$ cat src/rtl/core/dkvlp_pkg.sv
// Shared types, codes and helpers for the dollar key/value line parser.
package dkvlp_pkg;

    localparam int QDepth = 3;
    localparam int CntW   = $clog2(QDepth + 1);

    localparam logic [7:0] ChDollar    = 8'h24;
    localparam logic [7:0] ChEquals    = 8'h3D;
    localparam logic [7:0] ChQuote     = 8'h22;
    localparam logic [7:0] ChBackslash = 8'h5C;
    localparam logic [7:0] ChNewline   = 8'h0A;

    typedef enum logic [6:0] {
        PH_LINE_START   = 7'b0000001,
        PH_AFTER_DOLLAR = 7'b0000010,
        PH_KEY          = 7'b0000100,
        PH_PRE_QUOTE    = 7'b0001000,
        PH_QUOTED       = 7'b0010000,
        PH_SKIP_LINE    = 7'b0100000,
        PH_DONE         = 7'b1000000
    } phase_t;

    typedef enum logic [1:0] {
        KIND_KEY      = 2'd0,
        KIND_VALUE    = 2'd1,
        KIND_COMPLETE = 2'd2,
        KIND_ABORT    = 2'd3
    } kind_t;

    typedef struct packed {
        kind_t      kind;
        logic [7:0] character;
        logic       last;
    } result_t;

    typedef struct packed {
        logic [1:0] num;
        result_t    r0;
        result_t    r1;
        phase_t     phase_next;
        logic       held_next;
    } step_t;

    function automatic logic is_ws(input logic [7:0] b);
        return ((b >= 8'h09) && (b <= 8'h0D)) || (b == 8'h20);
    endfunction

endpackage

$ cat src/rtl/core/dkvlp_step.sv
// Per-byte parser step: next phase, held backslash and up to two results.
module dkvlp_step (
    input  dkvlp_pkg::phase_t   phase,
    input  logic                held,
    input  logic [7:0]          byte_req,
    input  logic                end_of_input,
    output dkvlp_pkg::step_t    step
);

    always_comb
    begin
        step.num        = 2'd0;
        step.r0         = '{dkvlp_pkg::KIND_KEY, 8'h00, 1'b0};
        step.r1         = '{dkvlp_pkg::KIND_VALUE, byte_req, 1'b1};
        step.phase_next = phase;
        step.held_next  = held;

        if (phase == dkvlp_pkg::PH_DONE)
        begin
            step.num = 2'd0;
        end
        else if (end_of_input)
        begin
            if ((phase == dkvlp_pkg::PH_AFTER_DOLLAR) || (phase == dkvlp_pkg::PH_KEY) ||
                (phase == dkvlp_pkg::PH_PRE_QUOTE) || (phase == dkvlp_pkg::PH_QUOTED))
            begin
                step.num     = 2'd1;
                step.r0.kind = dkvlp_pkg::KIND_ABORT;
            end
            step.phase_next = dkvlp_pkg::PH_DONE;
            step.held_next  = 1'b0;
        end
        else
        begin
            unique case (phase)
                dkvlp_pkg::PH_LINE_START:
                begin
                    if (byte_req == dkvlp_pkg::ChDollar)
                        step.phase_next = dkvlp_pkg::PH_AFTER_DOLLAR;
                    else if (!dkvlp_pkg::is_ws(byte_req))
                        step.phase_next = dkvlp_pkg::PH_SKIP_LINE;
                end
                dkvlp_pkg::PH_AFTER_DOLLAR:
                begin
                    if (byte_req == dkvlp_pkg::ChNewline)
                        step.phase_next = dkvlp_pkg::PH_LINE_START;
                    else if (dkvlp_pkg::is_ws(byte_req))
                        step.phase_next = dkvlp_pkg::PH_SKIP_LINE;
                    else if (byte_req == dkvlp_pkg::ChEquals)
                        step.phase_next = dkvlp_pkg::PH_PRE_QUOTE;
                    else
                    begin
                        step.num          = 2'd1;
                        step.r0.character = byte_req;
                        step.phase_next   = dkvlp_pkg::PH_KEY;
                    end
                end
                dkvlp_pkg::PH_KEY:
                begin
                    if (byte_req == dkvlp_pkg::ChEquals)
                        step.phase_next = dkvlp_pkg::PH_PRE_QUOTE;
                    else if (!dkvlp_pkg::is_ws(byte_req))
                    begin
                        step.num          = 2'd1;
                        step.r0.character = byte_req;
                    end
                end
                dkvlp_pkg::PH_PRE_QUOTE:
                begin
                    if (byte_req == dkvlp_pkg::ChQuote)
                    begin
                        step.phase_next = dkvlp_pkg::PH_QUOTED;
                        step.held_next  = 1'b0;
                    end
                    else if (!dkvlp_pkg::is_ws(byte_req))
                    begin
                        step.num          = 2'd1;
                        step.r0.kind      = dkvlp_pkg::KIND_VALUE;
                        step.r0.character = byte_req;
                    end
                end
                dkvlp_pkg::PH_QUOTED:
                begin
                    step.r0.kind = dkvlp_pkg::KIND_VALUE;
                    if (held)
                    begin
                        step.num = 2'd1;
                        if (byte_req == dkvlp_pkg::ChQuote)
                        begin
                            step.r0.character = byte_req;
                            step.held_next    = 1'b0;
                        end
                        else if (byte_req == dkvlp_pkg::ChBackslash)
                            step.r0.character = dkvlp_pkg::ChBackslash;
                        else
                        begin
                            // held backslash plus this byte
                            step.num          = 2'd2;
                            step.r0.character = dkvlp_pkg::ChBackslash;
                            step.held_next    = 1'b0;
                        end
                    end
                    else
                    begin
                        if (byte_req == dkvlp_pkg::ChQuote)
                        begin
                            step.num        = 2'd1;
                            step.r0.kind    = dkvlp_pkg::KIND_COMPLETE;
                            step.phase_next = dkvlp_pkg::PH_SKIP_LINE;
                        end
                        else if (byte_req == dkvlp_pkg::ChBackslash)
                            step.held_next = 1'b1;
                        else
                        begin
                            step.num          = 2'd1;
                            step.r0.character = byte_req;
                        end
                    end
                end
                dkvlp_pkg::PH_SKIP_LINE:
                begin
                    if (byte_req == dkvlp_pkg::ChNewline)
                        step.phase_next = dkvlp_pkg::PH_LINE_START;
                end
                default:
                begin
                    step.phase_next = dkvlp_pkg::PH_DONE;
                    step.held_next  = 1'b0;
                end
            endcase
        end

        step.r0.last = (step.num == 2'd1);
    end

endmodule

$ cat src/rtl/core/dollar_key_value_line_parser_unit.sv
// Top level of the dollar key/value line parser: state registers and result queue.
// One byte is taken per cycle while in_ready is high. The parser step is a single
// pass of logic from the input port into a three-entry result queue; the results
// of a transaction are registered there and reach the output behind any results
// already queued. in_ready is high while the queue holds at most one result; with
// out_ready held high the block sustains one byte per cycle, and a byte that yields
// two results (a held backslash followed by an ordinary byte) drops in_ready while
// the queue drains. After end of input the block discards all bytes until reset.
module dollar_key_value_line_parser_unit (
    input  logic        clk,
    input  logic        rst_n,
    input  logic        in_valid,
    output logic        in_ready,
    input  logic [7:0]  byte_req,
    input  logic        end_of_input,
    output logic        out_valid,
    input  logic        out_ready,
    output logic [1:0]  kind,
    output logic [7:0]  character,
    output logic        last
);

    dkvlp_pkg::phase_t  phase_reg, phase_next;
    logic               held_reg, held_next;
    logic [dkvlp_pkg::CntW-1:0] count_reg, count_next;
    dkvlp_pkg::result_t q_reg  [dkvlp_pkg::QDepth];
    dkvlp_pkg::result_t q_next [dkvlp_pkg::QDepth];
    dkvlp_pkg::step_t   step;

    logic push, pop;
    logic [dkvlp_pkg::CntW-1:0] base;

    dkvlp_step u_step (
        .phase        (phase_reg),
        .held         (held_reg),
        .byte_req     (byte_req),
        .end_of_input (end_of_input),
        .step         (step)
    );

    assign in_ready  = (count_reg <= dkvlp_pkg::CntW'(1));
    assign out_valid = (count_reg != '0);
    assign push      = in_valid && in_ready;
    assign pop       = out_valid && out_ready;
    assign base      = count_reg - dkvlp_pkg::CntW'(pop);

    assign kind      = q_reg[0].kind;
    assign character = q_reg[0].character;
    assign last      = q_reg[0].last;

    always_comb
    begin
        phase_next = push ? step.phase_next : phase_reg;
        held_next  = push ? step.held_next : held_reg;
        count_next = base + (push ? dkvlp_pkg::CntW'(step.num) : '0);
        for (int i = 0; i < dkvlp_pkg::QDepth; i++)
        begin
            q_next[i] = q_reg[i];
        end
        if (pop)
        begin
            for (int i = 0; i < dkvlp_pkg::QDepth - 1; i++)
            begin
                q_next[i] = q_reg[i + 1];
            end
        end
        for (int i = 0; i < dkvlp_pkg::QDepth; i++)
        begin
            if (push && (step.num != 2'd0) && (dkvlp_pkg::CntW'(i) == base))
                q_next[i] = step.r0;
            if (push && (step.num == 2'd2) &&
                (dkvlp_pkg::CntW'(i) == base + dkvlp_pkg::CntW'(1)))
                q_next[i] = step.r1;
        end
    end

    always_ff @(posedge clk or negedge rst_n)
    begin
        if (!rst_n)
        begin
            phase_reg <= dkvlp_pkg::PH_LINE_START;
            held_reg  <= 1'b0;
            count_reg <= '0;
        end
        else
        begin
            phase_reg <= phase_next;
            held_reg  <= held_next;
            count_reg <= count_next;
        end
    end

    always_ff @(posedge clk)
    begin
        for (int i = 0; i < dkvlp_pkg::QDepth; i++)
            q_reg[i] <= q_next[i];
    end

`ifndef NO_ASSERTIONS
    a_count_bound: assert property (@(posedge clk) disable iff (!rst_n)
        count_reg <= dkvlp_pkg::CntW'(dkvlp_pkg::QDepth))
        else $error("result queue overflow");

    a_done_sticky: assert property (@(posedge clk) disable iff (!rst_n)
        (phase_reg == dkvlp_pkg::PH_DONE) |=> (phase_reg == dkvlp_pkg::PH_DONE))
        else $error("parser left done state before reset");

    a_held_quoted: assert property (@(posedge clk) disable iff (!rst_n)
        held_reg |-> (phase_reg == dkvlp_pkg::PH_QUOTED))
        else $error("backslash held outside quotes");

    a_marker_zero: assert property (@(posedge clk) disable iff (!rst_n)
        (out_valid && ((kind == dkvlp_pkg::KIND_COMPLETE) || (kind == dkvlp_pkg::KIND_ABORT)))
        |-> ((character == 8'h00) && last))
        else $error("record marker carries a byte or is not last");
`endif

endmodule
$ cat config.mk
export PLATFORM = sky130hd
export DESIGN_NAME = dollar_key_value_line_parser_unit
export DESIGN_NICKNAME = d
export VERILOG_FILES = /design/src/rtl/core/dkvlp_pkg.sv /design/src/rtl/core/dkvlp_step.sv /design/src/rtl/core/dollar_key_value_line_parser_unit.sv
export SDC_FILE = /design/constraint.sdc
export NUM_CORES = 1
export LEC_CHECK = 0
export BUFFER_PORTS_ARGS = -buffer_cell sky130_fd_sc_hd__buf_2
export CORE_ASPECT_RATIO = 1.2
export CORE_MARGIN = 2
export CORE_UTILIZATION = 60
export CTS_BUF_LIST = sky130_fd_sc_hd__clkbuf_4 sky130_fd_sc_hd__clkbuf_8
export DETAILED_ROUTE_END_ITERATION = 12
export PLACE_DENSITY = 0.89
export REMOVE_ABC_BUFFERS = 1
export SETUP_SLACK_MARGIN = 0.02
export SLEW_MARGIN = 20
export SYNTH_ARGS = -nofsm -noshare
export SYNTH_HDL_FRONTEND = slang
export SYNTH_HIERARCHICAL = 1
export SYNTH_SLANG_ARGS = --single-unit
$ cat constraint.sdc
create_clock -name clk -period 4.5 [get_ports clk]
set_input_delay 1.125 -clock clk [delete_from_list [all_inputs] [get_ports clk]]
set_output_delay 1.125 -clock clk [all_outputs]
set_load 0.01 [all_outputs]
### After elaboration in Yosys (flattened, before gate mapping)

Memories as Yosys holds them, arrays and structs flattened.
Cells that the tools add are included.
Widths: inputs -> output; s select.

| word-level totals | value |
|---|---|
| flip-flop bits (word level) | 10 |
| bits in writable memories | 33 |
| input port bits | 13 |
| output and inout port bits | 13 |
| memories kept | 1 |

Memories:

| memory | depth | bits a word | rd ports | clocked after Yosys merged registers in | wr ports | line | RTL |
|---|---|---|---|---|---|---|---|
| q_reg | 3 | 11 | 3 | 0 | 3 | dollar_key_value_line_parser_unit.sv:26 | `dkvlp_pkg::result_t q_reg [dkvlp_pkg::QDepth];` |

| cells by class | value |
|---|---|
| $add $sub $neg | 3 |
| order comparisons | 3 |
| equal/unequal tests | 26 |
| muxes and demuxes | 54 |
| bitwise operators | 1 |
| reduce and logical (&&, ||, !) cells | 22 |

Operators with widths:

| operator | count |
|---|---|
| $mux 8 | 12 |
| $mux 11 | 8 |
| $mux 7 | 7 |
| $pmux 7 s6 | 1 |
| $eq 8x6->1 const B | 4 |
| $pmux 8 s4 | 1 |
| $mux 22 | 1 |
| $mux 2 | 10 |
| $ne 3x3->1 const B | 4 |
| $logic_and 1x1->1 | 11 |
| $mux 10 | 1 |
| $eq 8x4->1 const B | 1 |
| $eq 8x7->1 const B | 1 |
| $ge 8x4->1 const B | 1 |
| $le 8x4->1 const B | 1 |
| $mux 4 | 2 |
| $pmux 2 s4 | 1 |
| $reduce_and 8->1 | 1 |
| $eq 7x1->1 const B | 1 |
| $eq 7x2->1 const B | 1 |
| $eq 7x3->1 const B | 1 |
| $eq 7x4->1 const B | 1 |
| $eq 7x5->1 const B | 1 |
| $eq 7x6->1 const B | 1 |
| other kinds (23) | 35 |

### Longest topological paths before layout

| depth | value |
|---|---|
| depth after elaboration | 13 |
| gate-level depth with buffers | 10 |
| gate-level depth less buffers | 8 |

### Hierarchy

The synthesis kept the hierarchy.

By module, submodules not included:

| module | instances | cells each | area an instance (um^2) | seq. area each (um^2) |
|---|---|---|---|---|
| dollar_key_value_line_parser_unit | 1 | 207 | 2318.5 | 1242.4 |
| dkvlp_step | 1 | 128 | 890.9 | 0.0 |

### Least setup slack after synthesis

OpenSTA, ideal clock, no wires.

| timing | value |
|---|---|
| path type | input -> register |
| from | input port byte_req[4] |
| to | memory q_reg[0][0] in the netlist's numbering, enable pin |
| data arrival time | 3.742 ns |
| required time | 4.117 ns |
| slack | 0.375 ns |
| cell stages on the path | 9 |
| path buffers | 1 |
| path through | nor4b_2 -> a211o_1 -> a21oi_2 -> o21ai_2 -> a31oi_1 -> or3b_1 -> or2_2 -> clkbuf_1 -> o211ai_1 |

RTL lines:

| item | line | RTL |
|---|---|---|
| start, declared | dollar_key_value_line_parser_unit.sv:14 | `input logic [7:0] byte_req,` |
| end, declared | dollar_key_value_line_parser_unit.sv:26 |  |

==> results.yml <==
run_status:
  status: "complete, no violations"
clock_tree:
  clk_pin_slew_ns: 0.08
  htree_num_levels: 2
  cts_buffer_depth: 2
  cts_tree: "built"
  clk_latency_ns: 0.30
  postCtsSetupBuffers: 0
  cts_hold_buf: 0
  root_buffer: "clkbuf_8"
  clock-sinks: 43
  cts_buffers: 5
  cts_resized: 0
critical_path:
  path_class: "primary input to flop"
  crit_arrival_ns: 4.01
  cp_max_fo: 12
  reg2reg_slack_ns: 0.86
  crit_required_ns: 4.42
  cp-end-kind: "flop"
  startpoint_type: "primary input"
sta:
  tns_ns: 0
  skew_ns: 0.00364
  max_freq_mhz: 245
  setup_ws_ns: 0.412
  rsz0062_at_grt: "false"
  tightest_slew_ns: 1.07
  hold_ws_ns: 0.651
  fin_crit_ns: 4.09
  slew_violations: 0
  fin_crit_sh: 0.908
  slew_headroom: 0.280
  hold_viol: 0
  setup_viol: 0
detailed_routing:
  drc: 0
  routed_wirelength_um: 7930
  vias: 2793
  ant_nets: 0
  drt_iter0_markers: 657
  firstDrtPassIters: 5
  vias_per_cell: 6.98
  routedWlPerCell_um: 19.8
synth:
  async_reset_ff_frac: 0.233
  yosysWarnings: 6
  synth_flop_cell: "edfxtp_1"
  netlist_instances: 335
  synth-edff-count: 33
  synth.distinct_cells: 63
  syn_area_mm2: 0.00321
  ys_seq_area_frac: 0.387
  avgSynthCellArea_um2: 9.58
  synth_seq_cells: 43
final_layout:
  area_growth_pct: 5.65
  antenna_cells: 0
  n_fill_cell: 411
  largest_reg_flops: 33
  stdcell_area_mm2: 0.00339
  final_layout_size_suffix_gt1_frac: 0.254
  final_nets: 351
  final_cells: 400
grt:
  grt_pass1_wl_um: 13300
  grt_start_max_net_pins: 38
  grt_pass1_vias: 2686
  overflow: 0
  track_usage: 0.278
  antenna_found_initial: 0
place:
  place_area_mm2: 0.00325
  dp_hpwl_um: 5470
  gp_congestion: 0.953
  numPortBuffers: 25
  dp_cells: 392
  post-place-ws_ns: 0.244
power_and_ir_drop:
  powerDensity_mw_per_mm2: 333
  ir_drop_mv: 0.144
  power_leakage_nw: 1.15
worst_hold_path:
  min_path_type: "flop to flop"
floorplan:
  die_y_um: 84.1
  die_w_um: 70.8
  core_area_mm2: 0.00523
  initial_core_util: 0.614
  die_area_mm2: 0.00595
  rows: 29
  io_pins: 26
job:
  maxCapViolCount: 0
-- logic make-up (layout without fill, tap and decap cells) --
group | after synthesis | in the layout | share of synthesized area
other cells | 2 | 3 | 0.00234
fa+ha+maj | 1 | 1 | 0.00390
buf+inv | 49 | 51 | 0.0858
xor+xnor | 3 | 3 | 0.00819
compound gates | 94 | 94 | 0.194
flops | 43 | 43 | 0.387
mux | 20 | 20 | 0.0819
simple gates | 123 | 123 | 0.237
-- worst max-delay path, stage by stage --
cell      delay, ns
buf_2          0.14
nor4b_2        0.20
and2_1         0.20
nor3_1         0.52
and3_1         0.41
or3b_1         0.43
or2_2          0.44
o211ai_1       0.54
-- routing by layer --
| metal | track usage | share of wire | vias to the layer above |
|---|---|---|---|
| met5 | 0 | 0 | - |
| met3 | 0.0423 | 0.089 | 30 |
| li1 | - | - | 1253 |
| met4 | 0.113 | 0.035 | 0 |
| met2 | 0.463 | 0.51 | 207 |
| met1 | 0.362 | 0.37 | 1303 |
-- final timing paths --
kind,startpoint,end,cells after the start
hold / removal,q_reg[0][28],q_reg[0][17],2
setup / recovery,byte_req[1],q_reg[0][8],8
hold reg to reg,q_reg[0][28],q_reg[0][17],2
max in group asynchronous,rst_n,phase_reg[0],1
setup reg to reg,phase_reg[5],q_reg[0][8],7
min in group asynchronous,rst_n,phase_reg[5],1
-- synthesized netlist by cell type, drive strengths merged (2+ instances only) --
library cell | n | area, um2
nor2b | 4 | 25.0
and4 | 2 | 17.5
a21oi | 16 | 103
nand4b | 3 | 26.3
nand2 | 15 | 56.3
clkbuf | 15 | 56.3
nand4 | 2 | 12.5
nand3 | 24 | 120
a31oi | 27 | 169
or3 | 3 | 23.8
o21ba | 2 | 20.0
mux2 | 20 | 263
xor2 | 2 | 17.5
or4b | 2 | 23.8
nor3 | 28 | 140
or2 | 5 | 31.3
a211oi | 2 | 27.5
edfxtp | 33 | 991
o21a | 2 | 15.0
conb | 2 | 7.51
nor2 | 13 | 48.8
o211ai | 6 | 45.0
dfrtp | 9 | 225
inv | 7 | 26.3
o21ai | 32 | 164
nor4b | 7 | 113
or4 | 2 | 18.8
or3b | 2 | 17.5
o21bai | 2 | 15.0
nand3b | 2 | 15.0
buf | 27 | 193
-- per-stage QoR --
stage,total power [mW],util
6_report,1.13,0.649
5_1_grt,1.18,0.649
4_1_cts,1.13,0.649
3_5_place_dp,0.765,0.623
3_3_place_gp,0.756,0.623
2_1_floorplan,0.663,-
-- cell type report --
class                           count  area, um2  share of cell area
Sequential cell                    43       1240               0.366
Tap cell                           62       77.6              0.0229
Timing Repair Buffer               36        208              0.0613
Clock buffer                        6       76.3              0.0225
Inverter                            7       26.3             0.00775
Multi-Input combinational cell    244       1700               0.501
Clock inverter                      2       60.1              0.0177
-- where the power goes --
| group | total (mW) | switching [mW] | internal, mW | leakage (nW) |
|---|---|---|---|---|
| sequential | 0.501 | 0.0150 | 0.486 | 0.438 |
| combinational | 0.262 | 0.175 | 0.0866 | 0.643 |
| clock | 0.366 | 0.138 | 0.228 | 0.0688 |
-- cells in the final DEF, fill, tap and decap left out, drive strengths merged, types with 6 or more instances in the layout --
master  netlist  final
edfxtp       33     33
nor4b         7      7
nand2        15     15
nor3         28     28
nor2         13     13
inv           7      7
a21oi        16     16
a31oi        27     27
mux2         20     20
o21ai        32     32
buf          27     36
o211ai        6      6
clkbuf       15      6
nand3        24     24
dfrtp         9      9
No activity file was read; power rests on OpenSTA's default activity.
